===== src/wtv_pkg.sv =====
package wtv_pkg;

	localparam int OP_W       = 2;
	localparam int VEL_W      = 7;
	localparam int PHASE_W    = 32;
	localparam int SAMPLE_W   = 16;
	localparam int TABLE_AW   = 10;
	localparam int TABLE_DEPTH = 1 << TABLE_AW;
	localparam int TIME_W     = 16;
	localparam int LEVEL_W    = 32;
	localparam int COUNT_W    = 18;
	localparam int BLEND_W    = TIME_W + VEL_W;
	localparam int CFG_IDX_W  = 3;
	localparam int CFG_DATA_W = 16;
	localparam int MIX_SHIFT  = 15;

	localparam int PHASE_SHIFT_DFLT = 22;

	localparam logic [VEL_W-1:0]   VEL_MAX       = 7'h7f;
	localparam logic [COUNT_W-1:0] SUSTAIN_TICKS = 18'd100;

	localparam logic [OP_W-1:0] OP_NOTE_ON = 2'd0;
	localparam logic [OP_W-1:0] OP_RELEASE = 2'd1;
	localparam logic [OP_W-1:0] OP_TICK    = 2'd2;
	localparam logic [OP_W-1:0] OP_WRITE   = 2'd3;

	localparam logic [CFG_IDX_W-1:0] REG_ATK_SOFT = 3'd0;
	localparam logic [CFG_IDX_W-1:0] REG_ATK_HARD = 3'd1;
	localparam logic [CFG_IDX_W-1:0] REG_RLS_SOFT = 3'd2;
	localparam logic [CFG_IDX_W-1:0] REG_RLS_HARD = 3'd3;
	localparam logic [CFG_IDX_W-1:0] REG_VOLUME   = 3'd4;
	localparam logic [CFG_IDX_W-1:0] REG_SUSTAIN  = 3'd5;

	localparam logic [1:0] STG_ATTACK  = 2'd0;
	localparam logic [1:0] STG_DECAY   = 2'd1;
	localparam logic [1:0] STG_SUSTAIN = 2'd2;
	localparam logic [1:0] STG_RELEASE = 2'd3;

	typedef enum logic [2:0] {
		ENV_NONE,
		ENV_STEP,
		ENV_DECAY,
		ENV_SUSTAIN,
		ENV_RELEASE,
		ENV_RECHECK,
		ENV_END
	} env_op_t;

	typedef enum logic [2:0] {
		BLEND_NONE,
		BLEND_ATK_LO,
		BLEND_ATK_HI,
		BLEND_RLS_LO,
		BLEND_RLS_HI
	} blend_op_t;

	typedef enum logic [1:0] {
		DIV_ATTACK,
		DIV_DECAY,
		DIV_RELEASE
	} div_sel_t;

	typedef struct packed {
		logic      capture;
		blend_op_t blend;
		logic      note_init;
		logic      set_release;
		logic      table_write;
		logic      phase_adv;
		logic      sample_read;
		env_op_t   env_op;
		logic      div_start;
		div_sel_t  div_sel;
		logic      mul;
		logic      out_load;
		logic      out_pass;
	} dp_cmd_t;

	typedef struct packed {
		logic       active;
		logic       release_flag;
		logic       count_zero;
		logic [1:0] stage;
		logic       div_done;
	} dp_status_t;

endpackage


===== src/wtv_ctrl.sv =====
module wtv_ctrl import wtv_pkg::*; (
	input  logic            clk,
	input  logic            arst_n,
	input  logic            in_valid,
	input  logic [OP_W-1:0] in_op,
	output logic            in_ready,
	output logic            out_valid,
	input  logic            out_ready,
	output dp_cmd_t         cmd,
	input  dp_status_t      status
);

	localparam logic [3:0] S_IDLE        = 4'd0;
	localparam logic [3:0] S_NOTE_ATK_LO = 4'd1;
	localparam logic [3:0] S_NOTE_ATK_HI = 4'd2;
	localparam logic [3:0] S_NOTE_RLS_LO = 4'd3;
	localparam logic [3:0] S_NOTE_RLS_HI = 4'd4;
	localparam logic [3:0] S_NOTE_INIT   = 4'd5;
	localparam logic [3:0] S_NOTE_DIV    = 4'd6;
	localparam logic [3:0] S_RELEASE     = 4'd7;
	localparam logic [3:0] S_WRITE       = 4'd8;
	localparam logic [3:0] S_PHASE       = 4'd9;
	localparam logic [3:0] S_READ        = 4'd10;
	localparam logic [3:0] S_ENV         = 4'd11;
	localparam logic [3:0] S_TICK_DIV    = 4'd12;
	localparam logic [3:0] S_MUL         = 4'd13;
	localparam logic [3:0] S_RESULT      = 4'd14;

	logic [3:0] state_q, state_d;
	logic       pass_q, pass_d;
	logic       out_valid_q;

	always_comb begin
		cmd      = '0;
		state_d  = state_q;
		pass_d   = pass_q;
		in_ready = (state_q == S_IDLE);
		unique case (state_q)
			S_IDLE: begin
				if (in_valid) begin
					cmd.capture = 1'b1;
					unique case (in_op)
						OP_NOTE_ON: state_d = S_NOTE_ATK_LO;
						OP_RELEASE: state_d = S_RELEASE;
						OP_WRITE:   state_d = S_WRITE;
						OP_TICK: begin
							pass_d  = !status.active;
							state_d = status.active ? S_PHASE : S_RESULT;
						end
					endcase
				end
			end
			S_NOTE_ATK_LO: begin
				cmd.blend = BLEND_ATK_LO;
				state_d   = S_NOTE_ATK_HI;
			end
			S_NOTE_ATK_HI: begin
				cmd.blend = BLEND_ATK_HI;
				state_d   = S_NOTE_RLS_LO;
			end
			S_NOTE_RLS_LO: begin
				cmd.blend = BLEND_RLS_LO;
				state_d   = S_NOTE_RLS_HI;
			end
			S_NOTE_RLS_HI: begin
				cmd.blend = BLEND_RLS_HI;
				state_d   = S_NOTE_INIT;
			end
			S_NOTE_INIT: begin
				cmd.note_init = 1'b1;
				cmd.div_start = 1'b1;
				cmd.div_sel   = DIV_ATTACK;
				state_d       = S_NOTE_DIV;
			end
			S_NOTE_DIV: begin
				if (status.div_done) begin
					state_d = S_IDLE;
				end
			end
			S_RELEASE: begin
				cmd.set_release = 1'b1;
				state_d         = S_IDLE;
			end
			S_WRITE: begin
				cmd.table_write = 1'b1;
				state_d         = S_IDLE;
			end
			S_PHASE: begin
				cmd.phase_adv = 1'b1;
				state_d       = S_READ;
			end
			S_READ: begin
				cmd.sample_read = 1'b1;
				state_d         = S_ENV;
			end
			S_ENV: begin
				if (!status.count_zero) begin
					cmd.env_op = ENV_STEP;
					state_d    = S_MUL;
				end else begin
					unique case (status.stage)
						STG_ATTACK: begin
							cmd.env_op    = ENV_DECAY;
							cmd.div_start = 1'b1;
							cmd.div_sel   = DIV_DECAY;
							state_d       = S_TICK_DIV;
						end
						STG_DECAY: begin
							cmd.env_op = ENV_SUSTAIN;
							state_d    = S_MUL;
						end
						STG_SUSTAIN: begin
							if (status.release_flag) begin
								cmd.env_op    = ENV_RELEASE;
								cmd.div_start = 1'b1;
								cmd.div_sel   = DIV_RELEASE;
								state_d       = S_TICK_DIV;
							end else begin
								cmd.env_op = ENV_RECHECK;
								state_d    = S_MUL;
							end
						end
						STG_RELEASE: begin
							cmd.env_op = ENV_END;
							pass_d     = 1'b1;
							state_d    = S_RESULT;
						end
					endcase
				end
			end
			S_TICK_DIV: begin
				if (status.div_done) begin
					state_d = S_MUL;
				end
			end
			S_MUL: begin
				cmd.mul = 1'b1;
				state_d = S_RESULT;
			end
			S_RESULT: begin
				if (!out_valid_q || out_ready) begin
					cmd.out_load = 1'b1;
					cmd.out_pass = pass_q;
					state_d      = S_IDLE;
				end
			end
			default: state_d = S_IDLE;
		endcase
	end

	always_ff @(posedge clk or negedge arst_n) begin
		if (!arst_n) begin
			state_q     <= S_IDLE;
			pass_q      <= 1'b0;
			out_valid_q <= 1'b0;
		end else begin
			state_q <= state_d;
			pass_q  <= pass_d;
			if (cmd.out_load) begin
				out_valid_q <= 1'b1;
			end else if (out_ready) begin
				out_valid_q <= 1'b0;
			end
		end
	end

	assign out_valid = out_valid_q;

endmodule


===== config.mk =====
export PLATFORM = sky130hd
export DESIGN_NAME = wtv_ctrl
export DESIGN_NICKNAME = d
export VERILOG_FILES = /design/src/wtv_pkg.sv /design/src/wtv_ctrl.sv
export SDC_FILE = /design/constraint.sdc
export NUM_CORES = 1
export LEC_CHECK = 0
export ABC_AREA = 1
export BUFFER_PORTS_ARGS = -buffer_cell sky130_fd_sc_hd__buf_2
export CAP_MARGIN = 40
export CORE_MARGIN = 2
export CORE_UTILIZATION = 45
export DETAILED_ROUTE_END_ITERATION = 8
export PLACE_DENSITY = 0.78
export SYNTH_ARGS = -nofsm -noshare
export SYNTH_HDL_FRONTEND = slang
export SYNTH_SLANG_ARGS = --single-unit

===== constraint.sdc =====
create_clock -name clk -period 1.3 [get_ports clk]
set_input_delay 0.26 -clock clk [delete_from_list [all_inputs] [get_ports clk]]
set_output_delay 0.26 -clock clk [all_outputs]
set_load 0.1 [all_outputs]

==> results of run 1 <==
cell usage after synthesis:
master and count:
nor2_8 1, inv_2 5, nor4_2 1, nand3_1 9
dfrtp_1 6, nor2_1 19, nor3_1 3, a31o_2 1
nand2_2 5, a21oi_1 2, nor2_4 2, nand3_2 1
nand2_1 32, a21oi_4 1, inv_1 19, nand2_4 2
o21bai_1 2, nor2_2 3, o21ai_0 1
stage by stage:
stage	TNS (ns)	worst slack [ns]	area, um^2	hold slack [ns]	cells
3_3_place_gp	-1.14	-0.170	1470	0.0870	184
2_1_floorplan	-7.85	-0.779	820	-0.0356	115
cell families after synthesis:
logic type	count (synthesis)	synth area share [%]
and+or+nand+nor	78	56.9
buffers and inverters	24	13.2
DFF	6	21.9
AOI/OAI and AO/OA	7	8.04
==> flow_metrics.py, run 1 <==
metrics = {
    "run_status": {
        "stop_stage": "detailed placement",
        "status": "did not finish",
        "error": "[ERROR DPL-0038] Utilization greater than 100%, impossible to legalize",
    },
    "die": {
        "die_height_um": 43,
        "rows": 14,
        "die_w_um": 43,
        "pin_count": 32,
        "start_util_pct": 46.5,
    },
    "synth": {
        "syn_inst": 115,
        "syn_nets": 127,
        "synth.avg_cell_area_um2": 5.95,
        "yosysWarningCount": 0,
        "ys_ff_latch": 6,
        "synth.distinct_cells": 19,
        "synth.top_cell.area_share_pct": 21.9,
        "netlist_area_um2": 684,
        "synthTopCellsByArea": "dfrtp_1 (22%), nand2_1 (18%), inv_1 (10%), nor2_1 (10%), nand3_1 (6.6%)",
        "yosys.area.top_type": "dfrtp_1",
        "seq_area_frac_synth_pct": 21.9,
    },
    "placed_design": {
        "io_buffer_count": 31,
        "place_congestion": 0.867,
    },
}
==> inputs of run 2 (changes only) <==
--- a/config.mk
+++ b/config.mk
@@ -8,10 +8,10 @@
 export ABC_AREA = 1
 export BUFFER_PORTS_ARGS = -buffer_cell sky130_fd_sc_hd__buf_2
 export CAP_MARGIN = 40
-export CORE_MARGIN = 2
-export CORE_UTILIZATION = 45
+export CORE_AREA = 2 2 63 65
 export DETAILED_ROUTE_END_ITERATION = 8
-export PLACE_DENSITY = 0.78
+export DIE_AREA = 0 0 65 67
+export PLACE_DENSITY_LB_ADDON = 0.15
 export SYNTH_ARGS = -nofsm -noshare
 export SYNTH_HDL_FRONTEND = slang
 export SYNTH_SLANG_ARGS = --single-unit
==> flow_metrics.py, run 2 <==
metrics = {
    "die": {
        "core_um2": 3610,
        "die_area_um2": 4360,
        "die_w_um": 65,
        "start_util_pct": 19.0,
        "die_height_um": 67,
        "pin_count": 32,
        "rows": 22,
    },
    "timing": {
        "fin_hold_ws_ns": 0.315,
        "slew_headroom_pct": 82.1,
        "final.min_clock_period_ns": 1.67,
        "period_share_pct": 129,
        "hold_viol_final": 0,
        "rsz0062_at_grt": "true",
        "drv_slew": 0,
        "clock_skew_ns": 0.00592,
        "fmax_mhz": 598,
        "finalSetupViolations": 24,
        "setup_ws_ns": -0.373,
        "tightest_slew_ns": 0.267,
    },
    "pwr": {
        "irDropWorstVdd_mv": 0.533,
        "p_leak_nw": 0.875,
        "power_w": 0.00437,
        "p_per_area_nw_per_um2": 2380,
    },
    "routing": {
        "wirelength_mm": 2.47,
        "drc_errors": 0,
        "dr.pass1.iters": 4,
        "avgRoutedWirePerCell_um": 10.5,
        "drt-vias-per-instance": 3.99,
        "ant_nets": 0,
        "first_iter_violations": 8,
        "vias": 938,
    },
    "placed_design": {
        "io_buffer_count": 31,
        "place_congestion": 0.792,
        "dpl_worst_slack_ns": -0.237,
        "dp_hpwl_mm": 1.99,
    },
    "hold_path": {
        "whs_endpoint": "pass_q$_DFFE_PN0P_",
        "holdCritStartpoint": "status[5]",
        "holdPathStages": 4,
        "hp-class": "in -> reg",
    },
    "clocking": {
        "numCtsBuffers": 3,
        "clock_latency_ns": 0.23,
        "cts.clk_slew.worst_paths_ns": 0.04,
        "root_buffer": "clkbuf_8",
        "cts_tree": "yes",
        "h-tree-depth": 1,
        "clock-sinks": 6,
        "cts_buffer_depth": 2,
    },
    "run_status": {
        "violations": "setup timing",
        "status": "complete, but fails checks",
    },
    "worst_setup_path": {
        "reg2reg_depth": 9,
        "r2r-start": "state_q[1]$_DFFE_PN0P_",
        "r2r-end": "pass_q$_DFFE_PN0P_",
        "start_kind": "register",
        "path_max_fanout": 4,
        "crit_arrival_ns": 1.41,
        "cp.required_ns": 1.04,
        "reg2reg_setup_slack_ns": -0.10,
        "crit_type": "reg -> out",
        "worstSetupEndpointType": "output port",
    },
    "synth": {
        "synthTopCellsByCount": "nand2_1 (32), inv_1 (19), nor2_1 (19), nand3_1 (9), dfrtp_1 (6)",
        "synth.distinct_cells": 19,
        "synthTopCellsByArea": "dfrtp_1 (22%), nand2_1 (18%), inv_1 (10%), nor2_1 (10%), nand3_1 (6.6%)",
        "async_flop_share_pct": 100,
        "netlist_area_um2": 684,
        "syn_nets": 127,
        "synth.avg_cell_area_um2": 5.95,
        "seq_area_frac_synth_pct": 21.9,
        "synth_edf_count": 0,
        "yosys.area.top_type": "dfrtp_1",
        "synth.top_cell.area_share_pct": 21.9,
        "syn_inst": 115,
        "yosysMostFrequentCell": "nand2_1",
        "ys_ff_latch": 6,
        "yosysWarningCount": 0,
        "synth-main-ff-cell": "dfrtp_1",
    },
    "layout": {
        "regMostFlops": "state_q",
        "syn2layout_area_growth_pct": 168,
        "layout-drive-gt1-share_pct": 67.9,
        "n_antenna_cell": 0,
        "largest_reg_flops": 4,
        "fin_nets": 200,
        "fillers": 348,
        "final_cell_mix": "nand2_1 (26), buf_4 (26), buf_12 (21), nor2_4 (16), inv_1 (12)",
    },
    "global_route": {
        "grt_pass1_wl_mm": 4.17,
        "grt.total_usage_pct": 12.5,
        "grt_pass1_vias": 969,
        "grt_max_degree": 7,
        "antenna_found_initial": 0,
        "grt_overflow": 0,
    },
    "job": {
        "cap_violations": 0,
    },
}
==> run 2: routing by layer <==
metal  GRT usage (%)  up-vias  routed length [um]
met5               0        -                   0
met4            6.12        0                  38
met3            2.20        4                  82
met2            22.8       19                1360
met1            13.9      424                 993
li1                -      491                   -
==> run 2: worst max-delay path by stage <==
stage / to / cells after the start / slack [ns] / from
after floorplan: cmd[3] / 5 / -0.78 / state_q[2]$_DFFE_PN0P_
after global placement: cmd[4] / 6 / -0.18 / state_q[2]$_DFFE_PN0P_
after detailed placement: cmd[4] / 6 / -0.24 / state_q[2]$_DFFE_PN0P_
after CTS: cmd[4] / 6 / -0.39 / state_q[2]$_DFFE_PN0P_
after global routing: cmd[4] / 6 / -0.46 / state_q[2]$_DFFE_PN0P_
final: cmd[4] / 6 / -0.37 / state_q[2]$_DFFE_PN0P_
==> run 2: cells by family after synthesis <==
group | Yosys count | share of synthesized area [%]
AO/OA/AOI/OAI | 7 | 8.04
AND/OR/NAND/NOR | 78 | 56.9
flip-flops | 6 | 21.9
buffers and inverters | 24 | 13.2
==> run 2: power by group <==
group | switching (W) | total (W) | internal (W)
sequential | 0.0000717 | 0.000350 | 0.000278
clock | 0.0000901 | 0.000302 | 0.000212
combinational | 0.00219 | 0.00372 | 0.00153
total | 0.00236 | 0.00437 | 0.00202
==> run 2: layout make-up <==
cell class                      count  area, um^2  area share [%]
Timing Repair Buffer               68         782            42.7
Multi-Input combinational cell     85         677            36.9
Sequential cell                     6         155            8.46
Inverter                           24         114            6.21
Tap cell                           48        60.1            3.28
Clock buffer                        4        45.0            2.46
==> run 2: through the flow <==
stage | instance area (um^2) | cells | util [%] | setup TNS (ns)
2_1_floorplan | 820 | 115 | - | -7.85
3_3_place_gp | 1540 | 220 | 42.8 | -2.14
3_5_place_dp | 1540 | 220 | 42.8 | -2.50
4_1_cts | 1760 | 231 | 48.8 | -6.13
5_1_grt | 1830 | 235 | 50.8 | -7.58
6_report | 1830 | 235 | 50.8 | -6.04
==> run 2: critical path, stage by stage, from the launching register on <==
cell and delay [ns]:
dfrtp_1 0.37, inv_2 0.10, nand2_4 0.06, nor2_4 0.16
nand3_4 0.12, nor3_4 0.18, buf_12 0.20
==> run 2: timing repair <==
action,in CTS,in global routing
hold endpoints to repair,6,0
hold buffers,1,0
pin swaps,11,14
endpoints found under the setup margin,24,24
gates resized for setup,30,12
buffers inserted,11,6
(Power assumes the default switching activity.)
==> inputs of run 3 (changes only) <==
--- a/config.mk
+++ b/config.mk
@@ -12,6 +12,8 @@
 export DETAILED_ROUTE_END_ITERATION = 8
 export DIE_AREA = 0 0 65 67
 export PLACE_DENSITY_LB_ADDON = 0.15
+export RECOVER_POWER = 25
+export SKIP_LAST_GASP = 1
 export SYNTH_ARGS = -nofsm -noshare
 export SYNTH_HDL_FRONTEND = slang
 export SYNTH_SLANG_ARGS = --single-unit
==> flow_metrics.py, run 3 (same netlist as run 2, synthesis figures left out) <==
metrics = {
    "die": {
        "start_util_pct": 19.0,
        "pin_count": 32,
        "die_area_um2": 4360,
        "core_um2": 3610,
        "rows": 22,
        "die_height_um": 67,
        "die_w_um": 65,
    },
    "job": {
        "cap_violations": 0,
    },
    "timing": {
        "tightest_slew_ns": 0.363,
        "drv_slew": 0,
        "rsz0062_at_grt": "true",
        "setup-tns-final_ns": -6.20,
        "clock_skew_ns": 0.00495,
        "finalSetupViolations": 24,
        "slew_headroom_pct": 75.8,
        "fmax_mhz": 596,
        "hold_viol_final": 0,
        "final.min_clock_period_ns": 1.68,
        "setup_ws_ns": -0.378,
        "period_share_pct": 129,
    },
    "routing": {
        "vias": 948,
        "dr.pass1.iters": 4,
        "drc_errors": 0,
        "drt-vias-per-instance": 4.03,
        "first_iter_violations": 11,
        "wirelength_mm": 2.47,
        "avgRoutedWirePerCell_um": 10.5,
        "ant_nets": 0,
    },
    "worst_setup_path": {
        "start_kind": "register",
        "cp.required_ns": 1.04,
        "path_max_fanout": 4,
        "crit_type": "reg -> out",
        "worstSetupEndpointType": "output port",
        "crit_arrival_ns": 1.42,
    },
    "layout": {
        "layout-drive-gt1-share_pct": 68.4,
        "fin_nets": 200,
        "largest_reg_flops": 4,
        "n_antenna_cell": 0,
        "syn2layout_area_growth_pct": 169,
        "regMostFlops": "state_q",
        "final_cell_mix": "buf_4 (27), nand2_1 (24), buf_12 (21), nor2_4 (16), inv_1 (12)",
        "final_cell_count_no_fill": 235,
        "final_area_um2": 1840,
        "final_common_cell": "buf_4",
    },
    "placed_design": {
        "dp_hpwl_mm": 1.99,
        "io_buffer_count": 31,
        "place_congestion": 0.792,
        "dpl_worst_slack_ns": -0.237,
        "dp_cells": 220,
        "place_area_um2": 1540,
    },
    "clocking": {
        "cts_buffer_depth": 2,
        "clock_latency_ns": 0.23,
        "cts.clk_slew.worst_paths_ns": 0.04,
        "root_buffer": "clkbuf_8",
        "numCtsBuffers": 3,
        "clock-sinks": 6,
        "cts_tree": "yes",
        "h-tree-depth": 1,
    },
    "pwr": {
        "p_leak_nw": 0.872,
        "irDropWorstVdd_mv": 0.530,
        "power_w": 0.00440,
        "p_per_area_nw_per_um2": 2400,
    },
    "global_route": {
        "grt.total_usage_pct": 12.4,
        "grt_overflow": 0,
        "antenna_found_initial": 0,
        "grt_pass1_wl_mm": 4.13,
        "grt_max_degree": 7,
        "grt_pass1_vias": 964,
    },
    "hold_path": {
        "hp-class": "in -> reg",
    },
    "run_status": {
        "violations": "setup timing",
        "status": "complete, but fails checks",
    },
}
## run 3: cell count changes in the layout (fill, tap and decap cells not counted)
cell / previous run / this run
buf_2: 11 / 10
buf_4: 26 / 27
buf_6: 9 / 8
clkbuf_1: 1 / 2
nand2_1: 26 / 24
nand2_2: 7 / 8
nand2_4: 4 / 5
## run 3: final timing paths
kind | from | end | slack, ns | depth (start not counted)
worst max-delay path | state_q[2]$_DFFE_PN0P_ | cmd[4] | -0.38 | 6
worst min-delay path | status[5] | pass_q$_DFFE_PN0P_ | 0.31 | 4
worst max register to register | state_q[1]$_DFFE_PN0P_ | pass_q$_DFFE_PN0P_ | -0.10 | 9
worst min register to register | pass_q$_DFFE_PN0P_ | pass_q$_DFFE_PN0P_ | 0.54 | 2
max in group asynchronous | arst_n | out_valid$_DFFE_PN0P_ | 0.56 | 2
min in group asynchronous | arst_n | out_valid$_DFFE_PN0P_ | 0.45 | 2
## run 3: layout make-up
| class | instances | area [um^2] |
|---|---|---|
| multi-input combinational | 85 | 687 |
| fill | 350 | 1770 |
| clock buffer | 4 | 45.0 |
| timing repair buffer | 68 | 777 |
| inverter | 24 | 114 |
| sequential | 6 | 155 |
| tap | 48 | 60.1 |
## run 3: critical path, cell delays in order, from the launching register on
cell and delay (ns):
dfrtp_1 0.38, inv_2 0.10, nand2_4 0.06, nor2_4 0.16
nand3_4 0.12, nor3_4 0.18, buf_12 0.20
## run 3: timing repair
action,CTS,global route
endpoints found under the setup margin,24,24
gates cloned,0,0
hold buffers,1,0
pin swaps,11,13
gates resized for setup,28,16
setup buffers,11,6
endpoints found under the hold margin,6,0
## run 3: per-stage QoR
step / utilization (%) / hold slack, ns
6_report: 51.0 / 0.311
5_1_grt: 51.0 / 0.332
4_1_cts: 48.6 / 0.309
3_5_place_dp: 42.8 / 0.0961
3_3_place_gp: 42.8 / 0.0939
2_1_floorplan: - / -0.0356
## run 3: power breakdown
group | internal (W) | switching, W
combinational | 0.00153 | 0.00221
sequential | 0.000278 | 0.0000727
clock | 0.000212 | 0.0000937
total | 0.00202 | 0.00238
## run 3: layer usage
metal	vias to the layer above	track usage (%)	part of all wire, %
met4	0	6.12	2.7
li1	490	-	-
met1	423	13.8	39
met5	-	0	0
met2	28	22.6	54
met3	7	2.20	4.4
==> inputs of run 4 (changes only) <==
--- a/config.mk
+++ b/config.mk
@@ -17,3 +17,4 @@
 export SYNTH_ARGS = -nofsm -noshare
 export SYNTH_HDL_FRONTEND = slang
 export SYNTH_SLANG_ARGS = --single-unit
+export TNS_END_PERCENT = 50
==> constraint.sdc (replaced) <==
create_clock -name clk -period 1.3 [get_ports clk]
set_input_delay 0.13 -clock clk [delete_from_list [all_inputs] [get_ports clk]]
set_output_delay 0.13 -clock clk [all_outputs]
set_load 0.1 [all_outputs]
==> flow_metrics.py, run 4 (same netlist as run 2, synthesis figures left out) <==
metrics = {
    "worst_setup_path": {
        "reg2reg_depth": 8,
        "r2r-end": "pass_q$_DFFE_PN0P_",
        "crit_chain": "nor2_1 -> inv_2 -> nor2_4 -> a31o_2 -> buf_12",
        "reg2reg_setup_slack_ns": -0.07,
        "cp.required_ns": 1.17,
        "crit_buf_inv": 2,
        "start_kind": "register",
        "cpLargestDelayFamily": "flip-flops",
        "worstSetupEndpointType": "output port",
        "path_max_fanout": 6,
        "slowest_stage": "dfrtp_2",
        "crit_path_max_incr_delay_ns": 0.45,
        "crit_path_start": "state_q[3]$_DFFE_PN0P_",
        "r2r-start": "state_q[0]$_DFFE_PN0P_",
        "crit_type": "reg -> out",
        "cp.depth": 5,
        "crit_arrival_ns": 1.43,
        "setup.worst_path.end": "cmd[5]",
    },
    "layout": {
        "fillers": 342,
        "final_common_cell": "nand2_1",
        "layout-drive-gt1-share_pct": 59.4,
        "largest_reg_flops": 4,
        "fin_nets": 188,
        "final_cell_count_no_fill": 223,
        "regMostFlops": "state_q",
        "n_antenna_cell": 0,
        "final_cell_mix": "nand2_1 (30), buf_4 (21), buf_12 (20), inv_1 (14), nor2_4 (13)",
        "syn2layout_area_growth_pct": 134,
    },
    "die": {
        "die_w_um": 65,
        "die_height_um": 67,
        "start_util_pct": 19.0,
        "core_um2": 3610,
        "rows": 22,
        "pin_count": 32,
        "die_area_um2": 4360,
    },
    "placed_design": {
        "dpl_worst_slack_ns": -0.0520,
        "dp_hpwl_mm": 1.91,
        "io_buffer_count": 31,
        "place_congestion": 0.743,
        "dp_cells": 208,
    },
    "clocking": {
        "cts_tree": "yes",
        "clock_latency_ns": 0.22,
        "numCtsBuffers": 3,
        "h-tree-depth": 1,
        "cts_buffer_depth": 2,
        "clock-sinks": 6,
        "cts.clk_slew.worst_paths_ns": 0.04,
        "root_buffer": "clkbuf_8",
    },
    "global_route": {
        "grt.total_usage_pct": 12.3,
        "grt_pass1_wl_mm": 4.17,
        "antenna_found_initial": 0,
        "grt_overflow": 0,
        "grt_max_degree": 7,
        "grt_pass1_vias": 1001,
    },
    "routing": {
        "drc_errors": 0,
        "dr.pass1.iters": 4,
        "avgRoutedWirePerCell_um": 10.5,
        "vias": 918,
        "first_iter_violations": 15,
        "ant_nets": 0,
        "drt-vias-per-instance": 4.12,
        "wirelength_mm": 2.34,
    },
    "pwr": {
        "p_leak_nw": 0.781,
        "p_per_area_nw_per_um2": 2390,
        "power_w": 0.00383,
        "irDropWorstVdd_mv": 0.588,
    },
    "timing": {
        "fin_hold_ws_ns": 0.192,
        "rsz0062_at_grt": "true",
        "clock_skew_ns": 0.00387,
        "tightest_slew_ns": 0.322,
        "slew_headroom_pct": 78.5,
        "hold_viol_final": 0,
        "setup_ws_ns": -0.258,
        "finalSetupViolations": 24,
        "period_share_pct": 120,
        "fmax_mhz": 642,
        "final.min_clock_period_ns": 1.56,
        "drv_slew": 0,
    },
    "run_status": {
        "violations": "setup timing",
        "status": "complete, but fails checks",
    },
    "job": {
        "cap_violations": 0,
    },
    "hold_path": {
        "hp-class": "in -> reg",
    },
}
## run 4: worst min-delay path by stage
| stage | start | endpoint | cells past startpoint |
|---|---|---|---|
| finish | status[5] | pass_q$_DFFE_PN0P_ | 4 |
| global route | status[5] | pass_q$_DFFE_PN0P_ | 4 |
| CTS | status[5] | pass_q$_DFFE_PN0P_ | 4 |
| detailed placement | arst_n | out_valid$_DFFE_PN0P_ | 1 |
| global placement | arst_n | out_valid$_DFFE_PN0P_ | 1 |
| floorplan | arst_n | pass_q$_DFFE_PN0P_ | 0 |
## run 4: metrics by stage
step           TNS (ns)  utilization [%]  area (um^2)
2_1_floorplan     -5.99                -          808
3_3_place_gp    -0.0295             39.6         1430
3_5_place_dp     -0.108             39.6         1430
4_1_cts           -3.40             43.8         1580
5_1_grt           -5.14             44.4         1600
6_report          -3.39             44.4         1600
## run 4: report_power, final
group	internal, W	switching, W	total, W	leakage (nW)
Sequential	0.000278	0.0000937	0.000372	0.0732
Combinational	0.00120	0.00197	0.00317	0.685
Clock	0.000211	0.0000799	0.000291	0.0228
## run 4: routing by layer
layer,GRT usage [%],part of all wire (%)
met4,6.12,3.0
met5,0,0
met3,2.20,3.7
met1,13.3,42
met2,22.8,51
## run 4: worst reg2reg max path, stage by stage (launching register included)
cell and delay (ns):
dfrtp_1 0.41, buf_6 0.14, nor2_4 0.13, inv_4 0.09, nor2_8 0.13, buf_4 0.15, nand3_2 0.07, nand3_1 0.07
nand2_1 0.06
## run 4: repair_timing
item	CTS	global route
buffers inserted	9	2
endpoints found under the setup margin	23	24
pin swaps	5	0
gates resized for setup	9	3
gates cloned	0	0
hold endpoints to repair	6	0
hold buffers	1	0
## run 4: layout make-up
class	count	area [um^2]	area share, %
multi-input cells	85	587	36.7
inverters	24	97.6	6.10
flip-flops and latches	6	155	9.70
clock buffers	4	45.0	2.81
repair buffers	56	656	41.0
well taps	48	60.1	3.75
